### config.mk
export PLATFORM = sky130hd
export DESIGN_NAME = tli_cell
export DESIGN_NICKNAME = d
export VERILOG_FILES = /design/src/sv/tli_pkg.sv /design/src/sv/tli_cell.sv
export SDC_FILE = /design/constraint.sdc
export NUM_CORES = 1
export LEC_CHECK = 0
export BUFFER_PORTS_ARGS = -buffer_cell sky130_fd_sc_hd__buf_2
export CAP_MARGIN = 20
export CORE_UTILIZATION = 48
export CTS_CLUSTER_DIAMETER = 50
export DETAILED_ROUTE_END_ITERATION = 8
export PLACE_DENSITY = 0.83
export SLEW_MARGIN = 20
export SYNTH_ARGS = -nofsm -noshare
export SYNTH_HDL_FRONTEND = slang
export SYNTH_SLANG_ARGS = --single-unit
### constraint.sdc
create_clock -name clk_i -period 6.71 [get_ports clk_i]
set_clock_uncertainty 0.1 [all_clocks]
set_input_delay 1.342 -clock clk_i [delete_from_list [all_inputs] [get_ports clk_i]]
set_output_delay 1.342 -clock clk_i [all_outputs]
set_load 0.1 [all_outputs]
### src/sv/tli_pkg.sv
// shared constants and types of the table linear interpolator
// no dependencies; the design files refer to this package by scoped names, the testbench imports it
`default_nettype none

package tli_pkg;

  localparam int TABLE_DEPTH   = 64;
  localparam int INDEX_W       = 6;
  localparam int COUNT_W       = 7;
  localparam int CODE_W        = 12;
  localparam int TEMP_W        = 16;
  localparam int FRACTION_BITS = 4;
  localparam int PROD_W        = 2 * TEMP_W;
  localparam int DIV_CYCLES    = PROD_W / 2;
  localparam int DIV_CNT_W     = 4;

  localparam logic [COUNT_W-1:0] ENTRIES_RESET = 7'd53;
  localparam logic [COUNT_W-1:0] COUNT_MIN     = 7'd2;
  localparam logic [COUNT_W-1:0] COUNT_MAX     = 7'(TABLE_DEPTH);

  localparam logic MODE_LOAD    = 1'b0;
  localparam logic MODE_CONVERT = 1'b1;

  localparam logic [1:0] STATUS_INTERP = 2'd0;
  localparam logic [1:0] STATUS_BELOW  = 2'd1;
  localparam logic [1:0] STATUS_ABOVE  = 2'd2;

  typedef struct packed {
    logic               en;
    logic [INDEX_W-1:0] index;
    logic [CODE_W-1:0]  code;
    logic [TEMP_W-1:0]  temp;
  } load_t;

  typedef struct packed {
    logic              valid;
    logic              done;
    logic [1:0]        status;
    logic [CODE_W-1:0] sample;
    logic [CODE_W-1:0] code_lo;
    logic [TEMP_W-1:0] temp_lo;
    logic [CODE_W-1:0] code_hi;
    logic [TEMP_W-1:0] temp_hi;
  } token_t;

endpackage

`default_nettype wire

### src/sv/tli_cell.sv
// one table cell: holds one calibration pair and one stage of the search token
// depends on tli_pkg
`default_nettype none

module tli_cell (
  input  wire logic                         clk_i,
  input  wire logic                         rst_ni,
  input  wire logic [tli_pkg::INDEX_W-1:0]  idx_i,
  input  wire logic [tli_pkg::COUNT_W-1:0]  count_i,
  input  wire tli_pkg::load_t               load_i,
  input  wire logic [tli_pkg::CODE_W-1:0]   prev_code_i,
  input  wire logic [tli_pkg::TEMP_W-1:0]   prev_temp_i,
  output logic      [tli_pkg::CODE_W-1:0]   code_o,
  output logic      [tli_pkg::TEMP_W-1:0]   temp_o,
  input  wire tli_pkg::token_t              token_i,
  output tli_pkg::token_t                   token_o
);

  logic [tli_pkg::CODE_W-1:0] code_q;
  logic [tli_pkg::TEMP_W-1:0] temp_q;
  tli_pkg::token_t            token_d, token_q;
  logic                       in_use, last;

  always_ff @(posedge clk_i) begin
    if (load_i.en && load_i.index == idx_i) begin
      code_q <= load_i.code;
      temp_q <= load_i.temp;
    end
  end

  assign in_use = {1'b0, idx_i} < count_i;
  assign last   = {1'b0, idx_i} == (count_i - 7'd1);

  always_comb begin
    token_d = token_i;
    if (token_i.valid && !token_i.done && in_use) begin
      if (code_q >= token_i.sample) begin
        token_d.done = 1'b1;
        if (idx_i == '0) begin
          token_d.status  = tli_pkg::STATUS_BELOW;
          token_d.temp_lo = temp_q;
        end else begin
          token_d.status  = tli_pkg::STATUS_INTERP;
          token_d.code_lo = prev_code_i;
          token_d.temp_lo = prev_temp_i;
          token_d.code_hi = code_q;
          token_d.temp_hi = temp_q;
        end
      end else if (last) begin
        token_d.done    = 1'b1;
        token_d.status  = tli_pkg::STATUS_ABOVE;
        token_d.temp_lo = temp_q;
      end
    end
  end

  always_ff @(posedge clk_i or negedge rst_ni) begin
    if (!rst_ni) begin
      token_q <= '0;
    end else begin
      token_q <= token_d;
    end
  end

  assign code_o  = code_q;
  assign temp_o  = temp_q;
  assign token_o = token_q;

endmodule

`default_nettype wire

==> impl_results.md <==
- Placeable Area: 8890 um2
- Synth Area in Simple Gates: 6.77%
- Worst Path Required: 6.85 ns
- Hold_buf cts: 0
- Clock buffer depth: 2
- CTS buffer count: 9
- RSZ-0062 raised after global routing: false
- HPWL after DPL: 9.70 mm
- First drt pass iteration count: 6
- Post-synthesis mux area share: 10.3%
- Nets: 769
- Crit Path Class: input port to flip-flop
- Sequential element share of the synthesized area: 59.1%
- Ports: 250
- R2R Setup Slk: 3.35 ns
- Largest net degree at the start of global routing: 73
- Largest cells by area after synthesis: dfrtp_1 (40%), edfxtp_1 (19%), mux2_2 (9.6%)
- Syn_area_per_cell: 12.7 um2
- Vias in the first global route: 4031
- Depth of the CTS H-tree: 3
- Hold depth: 1
- GP Congestion: 0.867
- DR vias/cell: 5.17
- DRT Wirelength: 12.6 mm
- # setup viols final: 0
- Die Span X: 98.5 um
- Worst VDD drop: 0.000144 V
- DIE AREA: 9710 um2
- Clock sink count: 100
- Least-Margin Pin Slew: 1.06 ns
- Initial antenna violation count: 1
- Slew HR: 29.2%
- Min cycle time layout: 4.01 ns
- Top-count cell post-synth: dfrtp_1
- Vias: 3692
- Hold Vio Cnt, Final: 0
- Global-route wire length before repair: 19.8 mm
- Layout area overhead: 34.3%
- Lkg Pwr: 3.03 nW
- Post-synthesis compound-gate area fraction: 9.56%
- Final setup TNS: 0 ns
- CP endpoint: token_o[5]$_DFF_PN0_
- Max Transition Viols Final: 0
- DRC: 13
- Max Cap Viol: 0
- Fin Hold WS: 0.447 ns
- Post-CTS setup buffers: 0
- WP data arrival: 4.16 ns
- Die height: 98.5 um
- WL per Instance: 17.6 um
- Synth area leader: dfrtp_1
- Critical path origin: token_i[61]
- R2R depth: 7
- Xor/xnor share of the synthesized area: 2.74%
- Critical Path Fanout Max: 40
- TritonCTS clock tree: built
- Starting Density: 50.3%
- Worst skew pair latency: 0.35 ns
- Mapped Cells: 353
- Setup crit start kind: input port
- Area share of fa/ha/maj cells after synthesis: 5.31%
- Initial drt markers: 151
- Final ANT Viol Nets: 0
- Largest family of logic cells by synthesized area: multiplexers
- Synth top cells by count: dfrtp_1 (72), inv_1 (50), mux2_2 (38)
- Reg-to-reg startpoint: code_o[9]$_DFFE_PP_
- EDFF count, synth: 28
- Clk slew on worst S/H paths: 0.10 ns
- Tcrit/Tclk final: 59.8%
- Fraction of layout cells with a size suffix above 1: 53.4%
- Cts repair resizes: 0
- Yosys reg bits: 100
- Total GRT Usage: 26.6%
- Gr ovfl total: 0
- Num rows: 34
- Power Dens Cells: 242 nW/um2
- Worst Hold Class: flip-flop to flip-flop
- Yosys warning total: 0
- Synth Flop Type: dfrtp_1
- RR Endpoint: token_o[43]$_DFF_PN0_
- Post-synth ARST share: 72.0%
- Outcome: finished with violations
- Clock root buffer: clkbuf_8
- Synth top area share: 40.3%
- Failing checks: design-rule violations
- Synthesized cell area: 4470 um2
- Number of library cell types mapped by synthesis: 40
- Synthesized Nets: 522
- Final Power: 0.00145 W
- Port bufs: 249
- Fmax: 249 MHz
- CP Capture Type: flip-flop
==> cells in the final DEF, fill, tap and decap left out, types with 2 or more instances in the layout <==
cell        instances
buf_2             248
dfrtp_1            72
inv_1              50
mux2_2             38
edfxtp_1           28
nand2_1            22
ha_1               19
o21ai_0            16
nand3_1            16
o221ai_2           11
xnor2_1            10
clkbuf_8           10
nor2_1              7
a21oi_1             6
nand4_1             5
o221ai_1            5
xor2_1              4
nor2b_1             2
o211ai_1            2
or3_1               2
nor3_1              2
or2_2               2
mux2_1              2
clkinvlp_4          2
clkinv_4            2
buf_4               2
==> flip-flops by register name (all words and copies together) (netlist names) <==
| signal | count |
|---|---|
| code_o | 12 |
| temp_o | 16 |
| token_o | 72 |
==> worst max-delay path: stages <==
cell and delay (ns):
buf_2 0.10, inv_1 0.05, ha_1 0.29, nand2_1 0.06
or3_1 0.35, o221ai_2 0.23, a21bo_1 0.60, nand3_4 0.59
mux2_1 0.54
==> power by group <==
group          leakage [nW]  total (W)  internal (W)  switching [W]
clock                0.0934   0.000371      0.000152       0.000219
sequential             1.09   0.000667      0.000657     0.00000998
combinational          1.85   0.000417     0.0000938       0.000323
total                  3.03    0.00145      0.000903       0.000552
==> per-stage QoR <==
step | instance area [um2] | worst slack (ns) | instances | util [%]
floorplan | 4470 | 1.70 | 353 | -
global placement | 5790 | 1.70 | 697 | 65.1
detailed placement | 5790 | 1.61 | 697 | 65.1
CTS | 5990 | 1.98 | 713 | 67.3
global route | 6010 | 2.49 | 714 | 67.6
finish | 6010 | 2.70 | 714 | 67.6
==> worst min-delay path by stage <==
| stage | startpoint | to | slack [ns] |
|---|---|---|---|
| 2_1_floorplan | rst_ni | token_o[0]$_DFF_PN0_ | 0.95 |
| 3_3_place_gp | temp_o[11]$_DFFE_PP_ | token_o[11]$_DFF_PN0_ | 0.43 |
| 3_5_place_dp | code_o[0]$_DFFE_PP_ | token_o[16]$_DFF_PN0_ | 0.44 |
| 4_1_cts | temp_o[7]$_DFFE_PP_ | token_o[7]$_DFF_PN0_ | 0.46 |
| 5_1_grt | temp_o[5]$_DFFE_PP_ | token_o[5]$_DFF_PN0_ | 0.48 |
| 6_report | temp_o[7]$_DFFE_PP_ | token_o[7]$_DFF_PN0_ | 0.45 |
==> area by class of cell <==
cell class	count	area [um2]
sequential	100	2640
multi-input combinational	188	1580
timing repair buffer	250	1260
clock inverter	6	60.1
fill	685	2880
tap	108	135
antenna	1	2.50
clock buffer	10	138
inverter	51	191
==> kinds of logic after synthesis <==
group           after synthesis
flops                       100
buf+inv                      65
simple gates                 64
compound gates               50
fa+ha+maj                    19
xor+xnor                     14
mux                          41
==> routing by layer <==
layer  share of wire, %  GRT usage [%]
met3                5.9           5.18
met4                2.3           9.07
met1                 40           31.9
met5                  0              0
met2                 52           47.8
(Power assumes the default switching activity.)
