**src/sv/tli_pkg.sv**
```systemverilog
// shared constants and types of the table linear interpolator
// no dependencies; the design files refer to this package by scoped names, the testbench imports it
`default_nettype none

package tli_pkg;

  localparam int TABLE_DEPTH   = 64;
  localparam int INDEX_W       = 6;
  localparam int COUNT_W       = 7;
  localparam int CODE_W        = 12;
  localparam int TEMP_W        = 16;
  localparam int FRACTION_BITS = 4;
  localparam int PROD_W        = 2 * TEMP_W;
  localparam int DIV_CYCLES    = PROD_W / 2;
  localparam int DIV_CNT_W     = 4;

  localparam logic [COUNT_W-1:0] ENTRIES_RESET = 7'd53;
  localparam logic [COUNT_W-1:0] COUNT_MIN     = 7'd2;
  localparam logic [COUNT_W-1:0] COUNT_MAX     = 7'(TABLE_DEPTH);

  localparam logic MODE_LOAD    = 1'b0;
  localparam logic MODE_CONVERT = 1'b1;

  localparam logic [1:0] STATUS_INTERP = 2'd0;
  localparam logic [1:0] STATUS_BELOW  = 2'd1;
  localparam logic [1:0] STATUS_ABOVE  = 2'd2;

  typedef struct packed {
    logic               en;
    logic [INDEX_W-1:0] index;
    logic [CODE_W-1:0]  code;
    logic [TEMP_W-1:0]  temp;
  } load_t;

  typedef struct packed {
    logic              valid;
    logic              done;
    logic [1:0]        status;
    logic [CODE_W-1:0] sample;
    logic [CODE_W-1:0] code_lo;
    logic [TEMP_W-1:0] temp_lo;
    logic [CODE_W-1:0] code_hi;
    logic [TEMP_W-1:0] temp_hi;
  } token_t;

endpackage

`default_nettype wire

```
**src/sv/tli_arith.sv**
```systemverilog
// interpolation unit: one multiply, restoring divide two bits per cycle, result register
// depends on tli_pkg
`default_nettype none

module tli_arith (
  input  wire logic                        clk_i,
  input  wire logic                        rst_ni,
  input  wire tli_pkg::token_t             token_i,
  output logic                             res_valid_o,
  input  wire logic                        res_ready_i,
  output logic      [tli_pkg::TEMP_W-1:0]  temperature_o,
  output logic      [1:0]                  status_o
);

  localparam logic [2:0] S_IDLE = 3'd0;
  localparam logic [2:0] S_MUL  = 3'd1;
  localparam logic [2:0] S_DIV  = 3'd2;
  localparam logic [2:0] S_FIN  = 3'd3;
  localparam logic [2:0] S_DONE = 3'd4;

  logic [2:0]                    state_q, state_d;
  logic [tli_pkg::DIV_CNT_W-1:0] cnt_q;
  logic [tli_pkg::CODE_W-1:0]    div_q;
  logic [tli_pkg::TEMP_W-1:0]    mul_a_q, mul_b_q, base_q, res_q;
  logic [tli_pkg::PROD_W-1:0]    acc_q, acc_d;
  logic [tli_pkg::CODE_W-1:0]    rem_q, rem_d;
  logic [1:0]                    status_q;
  logic [tli_pkg::CODE_W-1:0]    sample_diff;

  assign sample_diff = token_i.sample - token_i.code_lo;

  // two restoring division steps
  always_comb begin
    logic [tli_pkg::CODE_W:0] trial;
    acc_d = acc_q;
    rem_d = rem_q;
    for (int k = 0; k < 2; k++) begin
      trial = {rem_d, acc_d[tli_pkg::PROD_W-1]};
      if (trial >= {1'b0, div_q}) begin
        rem_d = tli_pkg::CODE_W'(trial - {1'b0, div_q});
        acc_d = {acc_d[tli_pkg::PROD_W-2:0], 1'b1};
      end else begin
        rem_d = trial[tli_pkg::CODE_W-1:0];
        acc_d = {acc_d[tli_pkg::PROD_W-2:0], 1'b0};
      end
    end
  end

  always_comb begin
    state_d = state_q;
    case (state_q)
      S_IDLE: begin
        if (token_i.valid) begin
          state_d = (token_i.status == tli_pkg::STATUS_INTERP) ? S_MUL : S_DONE;
        end
      end
      S_MUL:  state_d = S_DIV;
      S_DIV: begin
        if (cnt_q == tli_pkg::DIV_CNT_W'(tli_pkg::DIV_CYCLES - 1)) begin
          state_d = S_FIN;
        end
      end
      S_FIN:  state_d = S_DONE;
      S_DONE: begin
        if (res_ready_i) begin
          state_d = S_IDLE;
        end
      end
      default: state_d = S_IDLE;
    endcase
  end

  always_ff @(posedge clk_i or negedge rst_ni) begin
    if (!rst_ni) begin
      state_q <= S_IDLE;
      cnt_q   <= '0;
    end else begin
      state_q <= state_d;
      if (state_q == S_DIV) begin
        cnt_q <= cnt_q + 1'b1;
      end else begin
        cnt_q <= '0;
      end
    end
  end

  always_ff @(posedge clk_i) begin
    case (state_q)
      S_IDLE: begin
        if (token_i.valid) begin
          base_q   <= token_i.temp_lo;
          res_q    <= token_i.temp_lo;
          status_q <= token_i.status;
          mul_a_q  <= token_i.temp_lo - token_i.temp_hi;
          mul_b_q  <= tli_pkg::TEMP_W'({4'b0, sample_diff} << tli_pkg::FRACTION_BITS);
          div_q    <= token_i.code_hi - token_i.code_lo;
        end
      end
      S_MUL: begin
        acc_q <= tli_pkg::PROD_W'(mul_a_q) * tli_pkg::PROD_W'(mul_b_q);
        rem_q <= '0;
      end
      S_DIV: begin
        acc_q <= acc_d;
        rem_q <= rem_d;
      end
      S_FIN: begin
        res_q <= base_q - acc_q[tli_pkg::FRACTION_BITS +: tli_pkg::TEMP_W];
      end
      default: begin
      end
    endcase
  end

  assign res_valid_o   = (state_q == S_DONE);
  assign temperature_o = res_q;
  assign status_o      = status_q;

endmodule

`default_nettype wire

```
**config.mk**
```make
export PLATFORM = sky130hd
export DESIGN_NAME = tli_arith
export DESIGN_NICKNAME = d
export VERILOG_FILES = /design/src/sv/tli_pkg.sv /design/src/sv/tli_arith.sv
export SDC_FILE = /design/constraint.sdc
export NUM_CORES = 1
export LEC_CHECK = 0
export BUFFER_PORTS_ARGS = -buffer_cell sky130_fd_sc_hd__clkbuf_2
export CAP_MARGIN = 40
export CORE_MARGIN = 2
export CORE_UTILIZATION = 35
export CTS_BUF_LIST = sky130_fd_sc_hd__clkbuf_8
export CTS_CLUSTER_DIAMETER = 120
export CTS_CLUSTER_SIZE = 12
export DETAILED_ROUTE_END_ITERATION = 16
export GPL_ROUTABILITY_DRIVEN = 0
export PLACE_DENSITY = 0.65
export REMOVE_ABC_BUFFERS = 1
export SLEW_MARGIN = 15
export SYNTH_ARGS = -nofsm -noshare
export SYNTH_HDL_FRONTEND = slang
export SYNTH_SLANG_ARGS = --single-unit
```
**constraint.sdc**
```tcl
create_clock -name clk_i -period 5.91 [get_ports clk_i]
set_clock_uncertainty 0.05 [all_clocks]
set_input_delay 0 -clock clk_i [delete_from_list [all_inputs] [get_ports clk_i]]
set_output_delay 0 -clock clk_i [all_outputs]
set_load 0.05 [all_outputs]
```
==> flow_metrics.tcl <==
set metrics [dict create \
    run_status "finished, final reports clean" \
    worstSkewPairLatency_ns 0.48 \
    grt_overflow_total 0 \
    design.core.area_mm2 0.03982 \
    fin_ws_ns 0.1553 \
    layout_min_cycle_time_ns 5.755 \
    final_cells 2216 \
    fillers 3917 \
    numPortBuffers 92 \
    root_buffer "clkbuf_8" \
    crit_path_end "acc_q[26]" \
    cts.sinks 125 \
    hold_start "token_i[22]" \
    drv_cap 0 \
    yosys_register_bits 125 \
    numCtsBuffers 17 \
    crit_path_start "mul_a_q[4]" \
    rsz0062_at_grt "true" \
    initialDrtViolationCount 610 \
    hold_viol_final 0 \
    seq_area_frac_synth_pct 26.33 \
    fin_area_mm2 0.01655 \
    dieArea_mm2 0.04197 \
    place_inst 2115 \
    num_antenna_cells 0 \
    fp-row-count 73 \
    cp-start-kind "flop" \
    ys_warn_count 0 \
    reg2reg_slack_ns 0.16 \
    end_kind "flop" \
    grt_max_degree 45 \
    antenna_found_initial 0 \
    dpl_cell_area_mm2 0.01547 \
    criticalPathCategory "reg -> reg" \
    finalSetupViolCount 0 \
    async_reset_ff_share_pct 5.600 \
    first_global_vias 11160 \
    syn_inst 1494 \
    initial_core_util_pct 35.46 \
    syn_to_final_growth_pct 17.19 \
    first_pass_iters 6 \
    synthTopCellsByArea "edfxtp_1 25%, fa_1 21%, ha_1 13%" \
    cp.depth 21 \
    slowest_stage "fa_1" \
    crit_arrival_ns 5.91 \
    htree_levels 4 \
    avgSynthCellArea_um2 9.453 \
    synth_edf_count 118 \
    nets 2042 \
    viasPerCell 4.845 \
    synth_area_mm2 0.01412 \
    worst_pin_slew_ns 0.7707 \
    min_period_over_period_pct 97.37 \
    cp_max_fo 7 \
    via_count 10740 \
    required_ns 6.07 \
    cpLargestDelayFamily "adder cells" \
    cts_buffer_depth 2 \
    r2r_end "acc_q[26]" \
    max_freq_mhz 173.8 \
    ant_nets 0 \
    chipHeight_um 204.9 \
    die_width_um 204.9 \
    worstPathCellList "and2_4 > fa_1 > inv_1 > fa_1 > inv_1 > fa_2 > fa_1 > inv_1 > fa_1 > inv_1 > ha_1 > a21oi_1 > nand2_1 > nor2_1 > a21oi_2 > a311o_1 > a21bo_2 > a21o_1 > a21oi_2 > xor2_1 > o21ai_0" \
    maxSlewViolCount 0 \
    routed_wl_um 33570 \
    r2r_start "mul_a_q[4]" \
    critPathBufInv 4 \
    ys_types 62 \
    hold_path.class "in -> reg" \
    route.detailed.drc 0 \
    crit_path_max_incr_delay_ns 0.55 \
    yosysTopAreaCell "edfxtp_1" \
    final_layout_size_suffix_gt1_share_pct 13.84 \
    pre_cts_ws_ns 0.08990 \
    tns_ns 0 \
    cts_tree "built" \
    grt_pass1_wl_um 56050 \
    reg2regPathDepth 21 \
    post-dp-hpwl_um 26330 \
    yosys.area.top_type_share_pct 25.09 \
    clkTransAtPathRegs_ns 0.09 \
    yosys_most_used_dff "edfxtp_1" \
    drt-wirelength-per-cell_um 15.15 \
    top_level_ports 94 \
    relSlewSlack_pct 48.62 \
    grt_util_all_layers_pct 16.73 \
]
==> per-layer routing <==
| layer | part of all wire, % | global-route usage (%) |
|---|---|---|
| met1 | 46 | 22.62 |
| met2 | 47 | 27.44 |
| met3 | 5.0 | 2.561 |
| met4 | 2.4 | 5.447 |
| met5 | 0 | 0 |
==> final cells by class <==
cell class | count | area (um^2) | share of cell area, %
Inverter | 262 | 983.4 | 5.942
Sequential cell | 125 | 3719 | 22.47
Tap cell | 525 | 656.9 | 3.969
Clock buffer | 17 | 234.0 | 1.414
Clock inverter | 15 | 168.9 | 1.021
Timing Repair Buffer | 209 | 1491 | 9.012
Multi-Input combinational cell | 1063 | 9296 | 56.17
==> cells in the mapped netlist, drive strengths merged, types with 15 or more instances <==
cell	count
inv	262
nand3	15
nor3	21
nand2	201
o21ai	63
a21o	20
xnor2	56
fa	146
clkbuf	39
xor2	30
edfxtp	118
ha	143
and2	68
nor2b	20
a21oi	72
nor2	76
==> sequential cells by signal, summed over array words and instances (netlist names) <==
register and cells:
rem_q 12, temperature_o 16, status_o 2, state_q 3, div_q 12, cnt_q 4, acc_q 32, mul_a_q 16
mul_b_q 12, base_q 16
==> cell families (layout without fill, tap and decap cells) <==
group	after synthesis	in the layout	share of synthesized area, %
adder cells (fa/ha/maj)	289	289	33.37
buffers and inverters	306	503	8.240
flip-flops	125	125	26.33
AO/OA/AOI/OAI	214	214	9.728
multiplexers	22	22	1.834
AND/OR/NAND/NOR	452	452	15.17
XOR/XNOR	86	86	5.334
==> worst register-to-register path: stages, from the launching register on <==
cell and delay, ns:
edfxtp_1 0.53, and2_4 0.23, fa_1 0.50, inv_1 0.05, fa_1 0.48, inv_1 0.06, fa_2 0.50, fa_1 0.55
inv_1 0.06, fa_1 0.54, inv_1 0.04, ha_1 0.29, a21oi_1 0.16, nand2_1 0.11, nor2_1 0.13, a21oi_2 0.09
a311o_1 0.36, a21bo_2 0.21, a21o_1 0.18, a21oi_2 0.14, xor2_1 0.14, o21ai_0 0.08
==> worst min-delay path by stage <==
stage,slack [ns],cells after the start,end
detailed placement,-0.20,1,cnt_q[3]
CTS,0.002,4,mul_a_q[5]
global placement,-0.20,1,cnt_q[3]
floorplan,-0.35,0,cnt_q[0]
global route,0.05,4,mul_a_q[5]
finish,0.02,4,div_q[6]
==> per-stage QoR <==
| stage | util, % | hold WS [ns] |
|---|---|---|
| 2_1_floorplan | - | -0.3456 |
| 3_3_place_gp | 38.79 | -0.2028 |
| 3_5_place_dp | 38.86 | -0.2043 |
| 4_1_cts | 41.02 | 0.001990 |
| 5_1_grt | 41.56 | 0.05323 |
| 6_report | 41.56 | 0.02078 |
==> what timing repair did <==
item	CTS	global route
resized for setup	0	17
buffers inserted	0	23
endpoints found under the setup margin	0	9
hold endpoints to repair	64	0
hold buffers	46	0
==> cell usage in the layout (no fill, tap or decap), drive strengths merged, types with 4 or more instances in the layout <==
cell type      n
and3           9
and2          68
nand4b         4
o21a           8
mux2i         12
mux2          10
dfrtp          7
ha           143
o21ai         63
inv          267
xnor2         56
a21boi         8
nor3b          4
o41ai          4
nand2b        13
fa           146
clkbuf       110
nor3          21
nand3         15
o21bai         6
dlygate4sd3   46
a211o          5
nand2        201
nor2b         20
edfxtp       118
clkinv         4
a21o          20
nand4          5
a21oi         72
xor2          30
a211oi         5
nor2          76
buf           70
Power is left out: the tool's default activity adds up to more than one toggle a clock period on the data nets, which glitch-free logic cannot reach.
